===== config.mk =====
export PLATFORM = sky130hd
export DESIGN_NAME = user_range_page_walk_check
export DESIGN_NICKNAME = d
export VERILOG_FILES = /design/src/hw/rtl/urpw_pkg.sv /design/src/hw/rtl/user_range_page_walk_check.sv /design/src/hw/rtl/urpw_alu.sv
export SDC_FILE = /design/constraint.sdc
export NUM_CORES = 1
export LEC_CHECK = 0
export ABC_CLOCK_PERIOD_IN_PS = 9600
export BUFFER_PORTS_ARGS = -buffer_cell sky130_fd_sc_hd__buf_2
export CAP_MARGIN = 30
export CORE_MARGIN = 3
export CORE_UTILIZATION = 30
export CTS_BUF_LIST = sky130_fd_sc_hd__clkbuf_4 sky130_fd_sc_hd__clkbuf_8
export DETAILED_ROUTE_END_ITERATION = 7
export GPL_TIMING_DRIVEN = 0
export PLACE_DENSITY = 0.53
export SYNTH_ARGS = -nofsm -noshare
export SYNTH_HDL_FRONTEND = slang
export SYNTH_HIERARCHICAL = 1
export SYNTH_SLANG_ARGS = --single-unit

===== constraint.sdc =====
create_clock -name clk -period 9.6 [get_ports clk]
set_input_delay 1.44 -clock clk [delete_from_list [all_inputs] [get_ports clk]]
set_output_delay 1.44 -clock clk [all_outputs]
set_load 0.005 [all_outputs]

===== src/hw/rtl/urpw_pkg.sv =====
// ----------------------------------------------------------------------------
// urpw_pkg: shared types and constants for the user range page walk checker
// widths of the virtual, length and table entry fields, operation codes
// of the shared adder, command and result kinds
// ----------------------------------------------------------------------------
package urpw_pkg;

  localparam int VIRT_BITS     = 48;
  localparam int PHYS_BITS_DEF = 52;
  localparam int LEN_BITS      = 32;
  localparam int PAGE_SHIFT    = 12;
  localparam int PAGE_W        = VIRT_BITS - PAGE_SHIFT;
  localparam int IDX_W         = 9;
  localparam int SUM_W         = VIRT_BITS + 1;
  localparam int ADDR_W        = 52;
  localparam int ENTRY_W       = 64;

  localparam int IN_DATA_W  = 200;
  localparam int OUT_DATA_W = 56;

  localparam int BIT_PRESENT  = 0;
  localparam int BIT_WRITABLE = 1;
  localparam int BIT_USER     = 2;

  localparam logic [1:0] LEVEL_LEAF = 2'd3;

  localparam logic CMD_START    = 1'b0;
  localparam logic CMD_REPLY    = 1'b1;
  localparam logic KIND_REQ     = 1'b0;
  localparam logic KIND_VERDICT = 1'b1;

  typedef enum logic [1:0] {
    ALU_ADD = 2'd0,
    ALU_DEC = 2'd1,
    ALU_INC = 2'd2
  } alu_op_t;

endpackage


===== src/hw/rtl/user_range_page_walk_check.sv =====
// ----------------------------------------------------------------------------
// user_range_page_walk_check: checks a user range by four-level table walks
// one beat in, at most one beat out; the next input beat is taken only once the
// result is in the output register or the beat is ignored; the one shared adder
// finds the range end in two passes and the page step in one;
// a full output register holds the walk until it drains
// synchronous active-low reset: idle, no walk in progress, output empty
// ----------------------------------------------------------------------------
module user_range_page_walk_check import urpw_pkg::*; #(
  parameter int PHYS_BITS = PHYS_BITS_DEF
) (
  input  logic                  clk,
  input  logic                  rst_n,
  input  logic                  in_tvalid,
  output logic                  in_tready,
  // table_root[51:0], start_addr[99:52], length[131:100], write_req[132],
  // entry_data[196:133], zero fill
  input  logic [IN_DATA_W-1:0]  in_tdata,
  // cmd
  input  logic                  in_tuser,
  output logic                  out_tvalid,
  input  logic                  out_tready,
  // read_addr[51:0], access_ok[52], zero fill
  output logic [OUT_DATA_W-1:0] out_tdata,
  // kind
  output logic                  out_tuser
);

  localparam int FRAME_W   = PHYS_BITS - PAGE_SHIFT;
  localparam int OFS_ROOT  = 0;
  localparam int OFS_START = OFS_ROOT + ADDR_W;
  localparam int OFS_LEN   = OFS_START + VIRT_BITS;
  localparam int OFS_WR    = OFS_LEN + LEN_BITS;
  localparam int OFS_ENTRY = OFS_WR + 1;

  typedef enum logic [5:0] {
    S_IDLE   = 6'b000001,
    S_DECODE = 6'b000010,
    S_RANGE  = 6'b000100,
    S_INC    = 6'b001000,
    S_REQ    = 6'b010000,
    S_PUSH   = 6'b100000
  } state_t;

  state_t state_r, state_nxt;

  logic                 it_cmd_r;
  logic [ADDR_W-1:0]    it_root_r;
  logic [VIRT_BITS-1:0] it_start_r;
  logic [LEN_BITS-1:0]  it_len_r;
  logic                 it_wr_r;
  logic [ENTRY_W-1:0]   it_entry_r;

  logic                 busy_r, busy_nxt;
  logic [1:0]           level_r, level_nxt;
  logic [FRAME_W-1:0]   root_r, root_nxt;
  logic [FRAME_W-1:0]   next_r, next_nxt;
  logic [PAGE_W-1:0]    page_r, page_nxt;
  logic [PAGE_W-1:0]    last_r, last_nxt;
  logic                 wneed_r, wneed_nxt;
  logic [SUM_W-1:0]     sum_r, sum_nxt;

  logic                 res_kind_r, res_kind_nxt;
  logic [ADDR_W-1:0]    res_addr_r, res_addr_nxt;
  logic                 res_ok_r, res_ok_nxt;

  logic                 out_valid_r, out_valid_nxt;
  logic                 out_kind_r, out_kind_nxt;
  logic [ADDR_W-1:0]    out_addr_r, out_addr_nxt;
  logic                 out_ok_r, out_ok_nxt;

  alu_op_t              alu_op;
  logic [SUM_W-1:0]     alu_a, alu_b, alu_sum;
  logic [IDX_W-1:0]     idx;
  logic [FRAME_W-1:0]   base;
  logic [ADDR_W-1:0]    req_addr;
  logic                 entry_ok;
  logic                 in_fire;

  assign in_fire   = in_tvalid && in_tready;
  assign in_tready = (state_r == S_IDLE);

  urpw_alu u_alu (
    .op  (alu_op),
    .a   (alu_a),
    .b   (alu_b),
    .sum (alu_sum)
  );

  always_comb begin
    alu_op = ALU_ADD;
    alu_a  = SUM_W'(it_start_r);
    alu_b  = SUM_W'(it_len_r);
    unique case (state_r)
      S_RANGE: begin
        alu_op = ALU_DEC;
        alu_a  = sum_r;
      end
      S_INC: begin
        alu_op = ALU_INC;
        alu_a  = SUM_W'(page_r);
      end
      default: begin
        alu_op = ALU_ADD;
      end
    endcase
  end

  // table index of the current page at the current level
  always_comb begin
    case (level_r)
      2'd0:    idx = page_r[PAGE_W-1 -: IDX_W];
      2'd1:    idx = page_r[PAGE_W-1-IDX_W -: IDX_W];
      2'd2:    idx = page_r[PAGE_W-1-2*IDX_W -: IDX_W];
      default: idx = page_r[IDX_W-1:0];
    endcase
  end

  assign base     = (level_r == 2'd0) ? root_r : next_r;
  assign req_addr = ADDR_W'({base, idx, 3'b000});

  assign entry_ok = it_entry_r[BIT_PRESENT] && it_entry_r[BIT_USER] &&
                    !((level_r == LEVEL_LEAF) && wneed_r && !it_entry_r[BIT_WRITABLE]);

  always_comb begin
    state_nxt     = state_r;
    busy_nxt      = busy_r;
    level_nxt     = level_r;
    root_nxt      = root_r;
    next_nxt      = next_r;
    page_nxt      = page_r;
    last_nxt      = last_r;
    wneed_nxt     = wneed_r;
    sum_nxt       = sum_r;
    res_kind_nxt  = res_kind_r;
    res_addr_nxt  = res_addr_r;
    res_ok_nxt    = res_ok_r;
    out_valid_nxt = out_valid_r && !out_tready;
    out_kind_nxt  = out_kind_r;
    out_addr_nxt  = out_addr_r;
    out_ok_nxt    = out_ok_r;

    unique case (state_r)
      S_IDLE: begin
        if (in_fire) begin
          state_nxt = S_DECODE;
        end
      end
      S_DECODE: begin
        res_kind_nxt = KIND_VERDICT;
        res_addr_nxt = '0;
        res_ok_nxt   = 1'b0;
        if (it_cmd_r == CMD_START) begin
          if (busy_r) begin
            state_nxt = S_IDLE;
          end else if (it_len_r == '0) begin
            res_ok_nxt = 1'b1;
            state_nxt  = S_PUSH;
          end else begin
            sum_nxt   = alu_sum;
            state_nxt = S_RANGE;
          end
        end else if (!busy_r) begin
          state_nxt = S_IDLE;
        end else if (!entry_ok) begin
          busy_nxt  = 1'b0;
          level_nxt = 2'd0;
          state_nxt = S_PUSH;
        end else if (level_r != LEVEL_LEAF) begin
          next_nxt  = it_entry_r[PHYS_BITS-1:PAGE_SHIFT];
          level_nxt = level_r + 2'd1;
          state_nxt = S_REQ;
        end else if (page_r == last_r) begin
          busy_nxt   = 1'b0;
          level_nxt  = 2'd0;
          res_ok_nxt = 1'b1;
          state_nxt  = S_PUSH;
        end else begin
          state_nxt = S_INC;
        end
      end
      S_RANGE: begin
        // end of range must stay inside the virtual space
        if (alu_sum[SUM_W-1]) begin
          state_nxt = S_PUSH;
        end else begin
          root_nxt  = it_root_r[PHYS_BITS-1:PAGE_SHIFT];
          page_nxt  = it_start_r[VIRT_BITS-1:PAGE_SHIFT];
          last_nxt  = alu_sum[VIRT_BITS-1:PAGE_SHIFT];
          wneed_nxt = it_wr_r;
          level_nxt = 2'd0;
          busy_nxt  = 1'b1;
          state_nxt = S_REQ;
        end
      end
      S_INC: begin
        page_nxt  = alu_sum[PAGE_W-1:0];
        level_nxt = 2'd0;
        state_nxt = S_REQ;
      end
      S_REQ: begin
        res_kind_nxt = KIND_REQ;
        res_addr_nxt = req_addr;
        res_ok_nxt   = 1'b0;
        state_nxt    = S_PUSH;
      end
      S_PUSH: begin
        if (!out_valid_r || out_tready) begin
          out_valid_nxt = 1'b1;
          out_kind_nxt  = res_kind_r;
          out_addr_nxt  = res_addr_r;
          out_ok_nxt    = res_ok_r;
          state_nxt     = S_IDLE;
        end
      end
      default: begin
        state_nxt = S_IDLE;
      end
    endcase
  end

  always_ff @(posedge clk) begin
    if (!rst_n) begin
      state_r     <= S_IDLE;
      busy_r      <= 1'b0;
      level_r     <= 2'd0;
      out_valid_r <= 1'b0;
    end else begin
      state_r     <= state_nxt;
      busy_r      <= busy_nxt;
      level_r     <= level_nxt;
      out_valid_r <= out_valid_nxt;
    end
  end

  always_ff @(posedge clk) begin
    if (in_fire) begin
      it_cmd_r   <= in_tuser;
      it_root_r  <= in_tdata[OFS_ROOT +: ADDR_W];
      it_start_r <= in_tdata[OFS_START +: VIRT_BITS];
      it_len_r   <= in_tdata[OFS_LEN +: LEN_BITS];
      it_wr_r    <= in_tdata[OFS_WR];
      it_entry_r <= in_tdata[OFS_ENTRY +: ENTRY_W];
    end
    root_r     <= root_nxt;
    next_r     <= next_nxt;
    page_r     <= page_nxt;
    last_r     <= last_nxt;
    wneed_r    <= wneed_nxt;
    sum_r      <= sum_nxt;
    res_kind_r <= res_kind_nxt;
    res_addr_r <= res_addr_nxt;
    res_ok_r   <= res_ok_nxt;
    out_kind_r <= out_kind_nxt;
    out_addr_r <= out_addr_nxt;
    out_ok_r   <= out_ok_nxt;
  end

  assign out_tvalid = out_valid_r;
  assign out_tuser  = out_kind_r;
  assign out_tdata  = {{(OUT_DATA_W-ADDR_W-1){1'b0}}, out_ok_r, out_addr_r};

`ifndef ASSERT_OFF
  a_accept_decodes: assert property (@(posedge clk) disable iff (!rst_n)
    in_fire |=> state_r == S_DECODE)
    else $error("accepted beat not decoded next cycle");

  a_range_after_decode: assert property (@(posedge clk) disable iff (!rst_n)
    state_r == S_RANGE |-> $past(state_r) == S_DECODE)
    else $error("range check entered out of order");

  a_walk_starts_in_range: assert property (@(posedge clk) disable iff (!rst_n)
    $rose(busy_r) |-> $past(state_r) == S_RANGE)
    else $error("walk started outside range check");

  a_verdict_addr_zero: assert property (@(posedge clk) disable iff (!rst_n)
    out_valid_r && (out_kind_r == KIND_VERDICT) |-> out_addr_r == '0)
    else $error("verdict carries an address");
`endif

endmodule


===== src/hw/rtl/urpw_alu.sv =====
// ----------------------------------------------------------------------------
// urpw_alu: shared adder of the page walk checker
// adds two operands, subtracts one, or increments, as the sequencer selects
// ----------------------------------------------------------------------------
module urpw_alu import urpw_pkg::*; (
  input  alu_op_t          op,
  input  logic [SUM_W-1:0] a,
  input  logic [SUM_W-1:0] b,
  output logic [SUM_W-1:0] sum
);

  logic [SUM_W-1:0] bsel;
  logic             cin;

  always_comb begin
    bsel = b;
    cin  = 1'b0;
    unique case (op)
      ALU_ADD: begin
        bsel = b;
      end
      ALU_DEC: begin
        bsel = '1;
      end
      ALU_INC: begin
        bsel = '0;
        cin  = 1'b1;
      end
      default: begin
        bsel = b;
      end
    endcase
    sum = a + bsel + SUM_W'(cin);
  end

endmodule

==> impl_metrics.env, run 1 <==
export IMPL_outcome="finished clean"
export IMPL_cts_root_buf="clkbuf_8"
export IMPL_crit_path_end_kind="register"
export IMPL_placeableCoreArea_um2=66600
export IMPL_cts_htree_levels=3
export IMPL_ys_ff_latch=479
export IMPL_peakVddDrop_mv=0.0870
export IMPL_num_antenna_cells=0
export IMPL_fin_crit_ns=8.22
export IMPL_holdPathEnd="out_addr_r[51]"
export IMPL_setup_viol=0
export IMPL_gp_congestion=0.871
export IMPL_synthFlopType="edfxtp_1"
export IMPL_cp_common_cell="nand2_1"
export IMPL_syn_area_per_cell_um2=13.5
export IMPL_antenna_left=0
export IMPL_ios=264
export IMPL_vias=13200
export IMPL_r2r_start="state_r[3]"
export IMPL_p_sw_uw=1180
export IMPL_crit_fanout=19
export IMPL_r2r_cells=25
export IMPL_use_met1_pct=20.2
export IMPL_synth_edf_count=469
export IMPL_initialDrtViolationCount=1043
export IMPL_clkPwrFrac_pct=42.6
export IMPL_overflow=0
export IMPL_fin_util_pct=37.3
export IMPL_port_buffers=221
export IMPL_rows=94
export IMPL_first_global_vias=13700
export IMPL_syn_area_um2=20400
export IMPL_max_freq_mhz=122
export IMPL_worst_pin_slew_ns=0.965
export IMPL_start_util_pct=30.6
export IMPL_fillCellCount=6490
export IMPL_dp_hpwl_mm=42.0
export IMPL_r2r_slack_ns=1.38
export IMPL_dieArea_um2=71200
export IMPL_start_kind="register"
export IMPL_swShare_pct=23.9
export IMPL_instances_no_fill=2787
export IMPL_met3_usage_pct=4.19
export IMPL_whs_path_depth=0
export IMPL_drv_cap=0
export IMPL_synthArstFlopShare_pct=0
export IMPL_clk_pin_slew_ns=0.06
export IMPL_fin_crit_sh_pct=85.6
export IMPL_pre_cts_ws_ns=1.41
export IMPL_cts_tree="yes"
export IMPL_postCtsHoldBufs=0
export IMPL_wl_per_cell_um=20.4
export IMPL_slew_viol_final=0
export IMPL_hp_class="reg2reg"
export IMPL_cts_sinks=479
export IMPL_postCtsSetupBuffers=0
export IMPL_busiest_layer="met2"
export IMPL_setup_ws_ns=1.38
export IMPL_numCtsBuffers=85
export IMPL_power_frac_comb_pct=8.4
export IMPL_r2r_end="root_r[22]"
export IMPL_ys_types=68
export IMPL_via_per_inst=4.75
export IMPL_critical_path_max_stage_delay_ns=0.62
export IMPL_max_slew_margin_pct=35.7
export IMPL_clk_latency_ns=0.68
export IMPL_rsz0062_at_grt="no"
export IMPL_path_buf_inv=8
export IMPL_yosysWarnings=6
export IMPL_finalNetCount=2120
export IMPL_grt_pass1_wl_mm=82.7
export IMPL_antenna_found_initial=8
export IMPL_final_cell_mix="469 x edfxtp_1, 332 x nand2_1, 228 x buf_2"
export IMPL_path_delay_family="buffers and inverters"
export IMPL_syn_to_final_growth_pct=21.8
export IMPL_crit_required_ns=9.96
export IMPL_final_common_cell="edfxtp_1"
export IMPL_grt_use_total_pct=15.6
export IMPL_drc=0
export IMPL_cp_arrival_ns=8.58
export IMPL_cts_resized=0
export IMPL_die_h_um=267
export IMPL_clk_path_buf_depth=3
export IMPL_power_frac_seq_pct=49.0
export IMPL_p_int_uw=3750
export IMPL_critical_path_class="reg2reg"
export IMPL_hold_viol_final=0
export IMPL_drive_gt1_share_pct=21.1
export IMPL_wirelength_mm=56.7
export IMPL_place_inst=2635
export IMPL_drt_pass1_iterations=5
export IMPL_grt_use_met2_pct=25.2
export IMPL_fin_skew_ns=0.0358
export IMPL_cpMaxStageDelayCell="buf_1"
export IMPL_grt_max_degree=65
export IMPL_synth_seq_area_share_pct=70.0
export IMPL_hold_path_startpoint="res_addr_r[51]"
export IMPL_power_density_nw_per_um2=198
export IMPL_syn_inst=1513
export IMPL_p_leak_uw=0.00956
export IMPL_die_w_um=267
[sequential cells by signal, indices dropped and copies added, names as in the netlist, 32 cells and up]
register / count
root_r: 40
it_start_r: 48
it_len_r: 32
next_r: 40
res_addr_r: 49
page_r: 36
it_root_r: 40
out_addr_r: 49
last_r: 36
sum_r: 49
it_entry_r: 43
[cells in the mapped netlist (all sizes together), types with 3 or more instances]
cell | count | share of area, %
nor3b | 3 | 0.17
clkbuf | 44 | 0.81
and2 | 5 | 0.15
nor2b | 11 | 0.37
a222oi | 9 | 0.44
buf | 23 | 0.61
o21ai | 52 | 1.3
o31a | 3 | 0.13
o211ai | 3 | 0.11
a31oi | 6 | 0.18
ha | 55 | 3.4
a21boi | 3 | 0.13
inv | 23 | 0.42
a21o | 22 | 0.81
a41oi | 5 | 0.25
and3 | 5 | 0.15
nor2 | 90 | 1.7
dfxtp | 10 | 0.98
nand2 | 333 | 6.1
nand4 | 12 | 0.37
nor3 | 8 | 0.22
o31ai | 4 | 0.24
nor4 | 22 | 0.78
xor2 | 44 | 1.9
or2 | 3 | 0.092
mux2i | 41 | 2.0
a22oi | 37 | 1.4
nand2b | 7 | 0.21
xnor2 | 40 | 1.7
a21oi | 74 | 1.8
edfxtp | 469 | 69
nand3 | 7 | 0.17
nand3b | 4 | 0.15
o21a | 6 | 0.22
o21bai | 6 | 0.22
[cell type report]
| type | instances | area, um^2 | area share (%) |
|---|---|---|---|
| sequential | 479 | 14300 | 57.5 |
| multi-input combinational | 966 | 5870 | 23.6 |
| timing repair buffer | 236 | 1380 | 5.56 |
| clock buffer | 97 | 1260 | 5.07 |
| tap | 864 | 1080 | 4.35 |
| clock inverter | 55 | 599 | 2.41 |
| buffer | 67 | 290 | 1.17 |
| inverter | 23 | 86.3 | 0.347 |
[how the worst max path moves through the flow]
stage | from | cells past startpoint | slack (ns) | to
floorplan | state_r[3] | 22 | 1.11 | last_r[0]
finish | state_r[3] | 25 | 1.38 | root_r[22]
CTS | state_r[3] | 25 | 1.37 | root_r[22]
global placement | state_r[3] | 23 | -3.61 | root_r[20]
global route | state_r[3] | 25 | 0.77 | root_r[22]
detailed placement | state_r[3] | 25 | 1.41 | root_r[20]
[kinds of logic after synthesis]
kind of cell               count (synthesis)  synth area share [%]
muxes                                     41                  2.01
buffers and inverters                     90                  1.85
AOI/OAI and AO/OA                        244                  7.99
xor gates and xnor gates                  84                  3.61
other                                      1                0.0184
adders and majority gates                 57                  3.57
DFF                                      479                  70.0
and+or+nand+nor                          517                  10.9
[power groups by stage]
stage / Clock (uW) / Combinational [uW] / Sequential [uW]
after floorplan: 0 / 264 / 2460
after global placement: 0 / 397 / 2470
after detailed placement: 0 / 410 / 2460
after CTS: 2170 / 412 / 2420
after global routing: 2260 / 459 / 2420
final: 2100 / 414 / 2420
[stage by stage]
stage	power (uW)	setup TNS (ns)	instance area, um^2	hold WS [ns]
after floorplan	2720	0	20500	0.400
after global placement	2870	-352.57	22700	0.401
after detailed placement	2870	0	23000	0.405
after CTS	5000	0	24900	0.412
after global routing	5140	0	24900	0.417
final	4930	0	24900	0.405
[routing by layer]
layer | wire length, um | share of wire [%]
met4 | 2230 | 3.9
met1 | 24100 | 42
met2 | 26100 | 46
met5 | 88 | 0.16
met3 | 4290 | 7.6
Power figures use the tool's default switching activity.
==> run 2, diff against run 1 <==
- ABC_CLOCK_PERIOD_IN_PS: 9600 -> 8800
- HOLD_SLACK_MARGIN: unset -> 0.12
- SLEW_MARGIN: unset -> 20
- clock period: 9.6 -> 8.8 ns (I/O delays scaled with it)
==> run 2 against run 1 <==
  * Total power rose by 2.9%
  * First-iteration DRC count fell by 12%
  * Largest cell class unchanged
  * Clock skew rose by 0.0082 ns
  * Die area did not move
  * Sequential share of layout area rose by 0.14 points
  * Critical path type unchanged
  * Global-route usage rose by 0.11 points
  * Largest power group unchanged
  * Critical endpoint is now root_r[24]
  * Via count fell by 0.26%
  * Core utilization fell by 0.090 points
  * Hold slack got worse by 0.015 ns
==> impl_metrics.env, run 2 (same netlist as run 1, synthesis figures left out) <==
export IMPL_outcome="finished clean"
export IMPL_power_density_nw_per_um2=205
export IMPL_syn_to_final_growth_pct=21.5
export IMPL_fin_crit_ns=7.93
export IMPL_cts_sinks=479
export IMPL_via_per_inst=4.71
export IMPL_gp_congestion=0.871
export IMPL_r2r_start="state_r[0]"
export IMPL_cts_root_buf="clkbuf_8"
export IMPL_drt_pass1_iterations=8
export IMPL_clk_path_buf_depth=3
export IMPL_port_buffers=221
export IMPL_hold_path_startpoint="res_addr_r[36]"
export IMPL_die_w_um=267
export IMPL_fin_crit_sh_pct=90.1
export IMPL_max_freq_mhz=126
export IMPL_antenna_found_initial=8
export IMPL_r2r_end="root_r[24]"
export IMPL_first_global_vias=13800
export IMPL_r2r_cells=24
export IMPL_initialDrtViolationCount=922
export IMPL_wirelength_mm=56.8
export IMPL_p_sw_uw=1250
export IMPL_placeableCoreArea_um2=66600
export IMPL_hp_class="reg2reg"
export IMPL_start_util_pct=30.6
export IMPL_swShare_pct=24.7
export IMPL_vias=13200
export IMPL_whs_path_depth=0
export IMPL_drive_gt1_share_pct=21.7
export IMPL_crit_required_ns=9.16
export IMPL_final_cell_mix="469 x edfxtp_1, 332 x nand2_1, 228 x buf_2"
export IMPL_clk_latency_ns=0.68
export IMPL_ios=264
export IMPL_crit_path_end_kind="register"
export IMPL_total_power_uw=5070
export IMPL_slew_viol_final=0
export IMPL_grt_max_degree=54
export IMPL_fillCellCount=6483
export IMPL_drc=0
export IMPL_wl_per_cell_um=20.3
export IMPL_cts_tree="yes"
export IMPL_path_delay_family="buffers and inverters"
export IMPL_overflow=0
export IMPL_critical_path_max_stage_delay_ns=0.61
export IMPL_rsz0062_at_grt="no"
export IMPL_hold_viol_final=0
export IMPL_setup_viol=0
export IMPL_pre_cts_ws_ns=0.559
export IMPL_cp_arrival_ns=8.29
export IMPL_cts_htree_levels=3
export IMPL_worst_pin_slew_ns=0.973
export IMPL_drv_cap=0
export IMPL_finalNetCount=2128
export IMPL_path_buf_inv=7
export IMPL_dp_hpwl_mm=42.4
export IMPL_power_frac_seq_pct=51.9
export IMPL_layout_top_registers="out_addr_r x49, res_addr_r x49, sum_r x49"
export IMPL_max_slew_margin_pct=35.1
export IMPL_cp_common_cell="clkbuf_1"
export IMPL_dieArea_um2=71200
export IMPL_r2r_slack_ns=0.87
export IMPL_holdPathEnd="out_addr_r[36]"
export IMPL_fin_skew_ns=0.0440
export IMPL_numCtsBuffers=83
export IMPL_antenna_left=0
export IMPL_path_cells="nor4_1 -> nand3b_1 -> inv_1 -> clkbuf_1 -> clkbuf_1 -> ha_1 -> nand2b_1 -> clkbuf_1 -> buf_1 -> nand2_1 -> ha_1 -> nor2b_1 -> o211ai_1 -> a211o_1 -> a21oi_1 -> o21ai_1 -> nand2_1 -> a21oi_1 -> o41ai_2 -> a41oi_1 -> xnor2_1 -> nor2_4 -> buf_12 -> buf_16"
export IMPL_rows=94
export IMPL_critical_path_class="reg2reg"
export IMPL_die_h_um=267
export IMPL_crit_fanout=18
export IMPL_clk_pin_slew_ns=0.06
export IMPL_grt_use_total_pct=15.8
export IMPL_grt_pass1_wl_mm=83.5
export IMPL_p_int_uw=3820
export IMPL_postCtsSetupBuffers=0
export IMPL_final_common_cell="edfxtp_1"
export IMPL_peakVddDrop_mv=0.0992
export IMPL_power_frac_comb_pct=9.0
export IMPL_postCtsHoldBufs=0
export IMPL_clkPwrFrac_pct=39.1
export IMPL_p_leak_uw=0.00956
export IMPL_cpMaxStageDelayCell="o41ai_2"
export IMPL_start_kind="register"
export IMPL_setup_ws_ns=0.869
[run 2: power groups by stage]
stage / Clock (uW) / Sequential, uW / Combinational, uW
2_1_floorplan: 0 / 2680 / 287
3_3_place_gp: 0 / 2700 / 433
3_5_place_dp: 0 / 2680 / 450
4_1_cts: 2060 / 2640 / 452
5_1_grt: 2160 / 2640 / 504
6_report: 1980 / 2630 / 455
[run 2: worst max path at each step]
stage | slack [ns] | from | depth (start not counted) | endpoint
floorplan | 0.31 | state_r[3] | 22 | last_r[0]
global placement | -4.41 | state_r[3] | 23 | root_r[20]
detailed placement | 0.56 | state_r[3] | 25 | root_r[20]
CTS | 0.51 | state_r[3] | 25 | root_r[24]
global route | 0.25 | state_r[0] | 24 | root_r[24]
finish | 0.87 | state_r[0] | 24 | root_r[24]
[run 2: layout make-up]
class                   count  area (um^2)  area share, %
diodes                      3         7.51         0.0303
clock buffers             111         1360           5.48
flip-flops and latches    479        14300           57.6
clock inverters            40          246          0.994
well taps                 864         1080           4.36
plain buffers              67          293           1.18
repair buffers            246         1570           6.31
inverters                  23         86.3          0.348
multi-input cells         966         5870           23.7
[run 2: layer usage]
layer	wire, um	vias to the layer above	track usage, %
met5	67	-	0
met4	1960	10	5.71
met3	3840	123	4.29
met2	26300	453	25.7
met1	24500	6354	20.2
li1	-	6257	-
[run 2: repair_timing]
item | CTS | global route
resized for setup | 0 | 3
endpoints found under the hold margin | 0 | 0
setup endpoints to repair | 0 | 5
[run 2: per-stage QoR]
| step | std cells | hold slack [ns] | util [%] | TNS (ns) | instance area, um^2 |
|---|---|---|---|---|---|
| after floorplan | 1535 | 0.400 | - | 0 | 20500 |
| after global placement | 2620 | 0.401 | 34.1 | -444.57 | 22700 |
| after detailed placement | 2645 | 0.405 | 34.8 | 0 | 23200 |
| after CTS | 2796 | 0.397 | 37.2 | 0 | 24800 |
| after global routing | 2796 | 0.395 | 37.2 | 0 | 24800 |
| final | 2799 | 0.390 | 37.2 | 0 | 24800 |
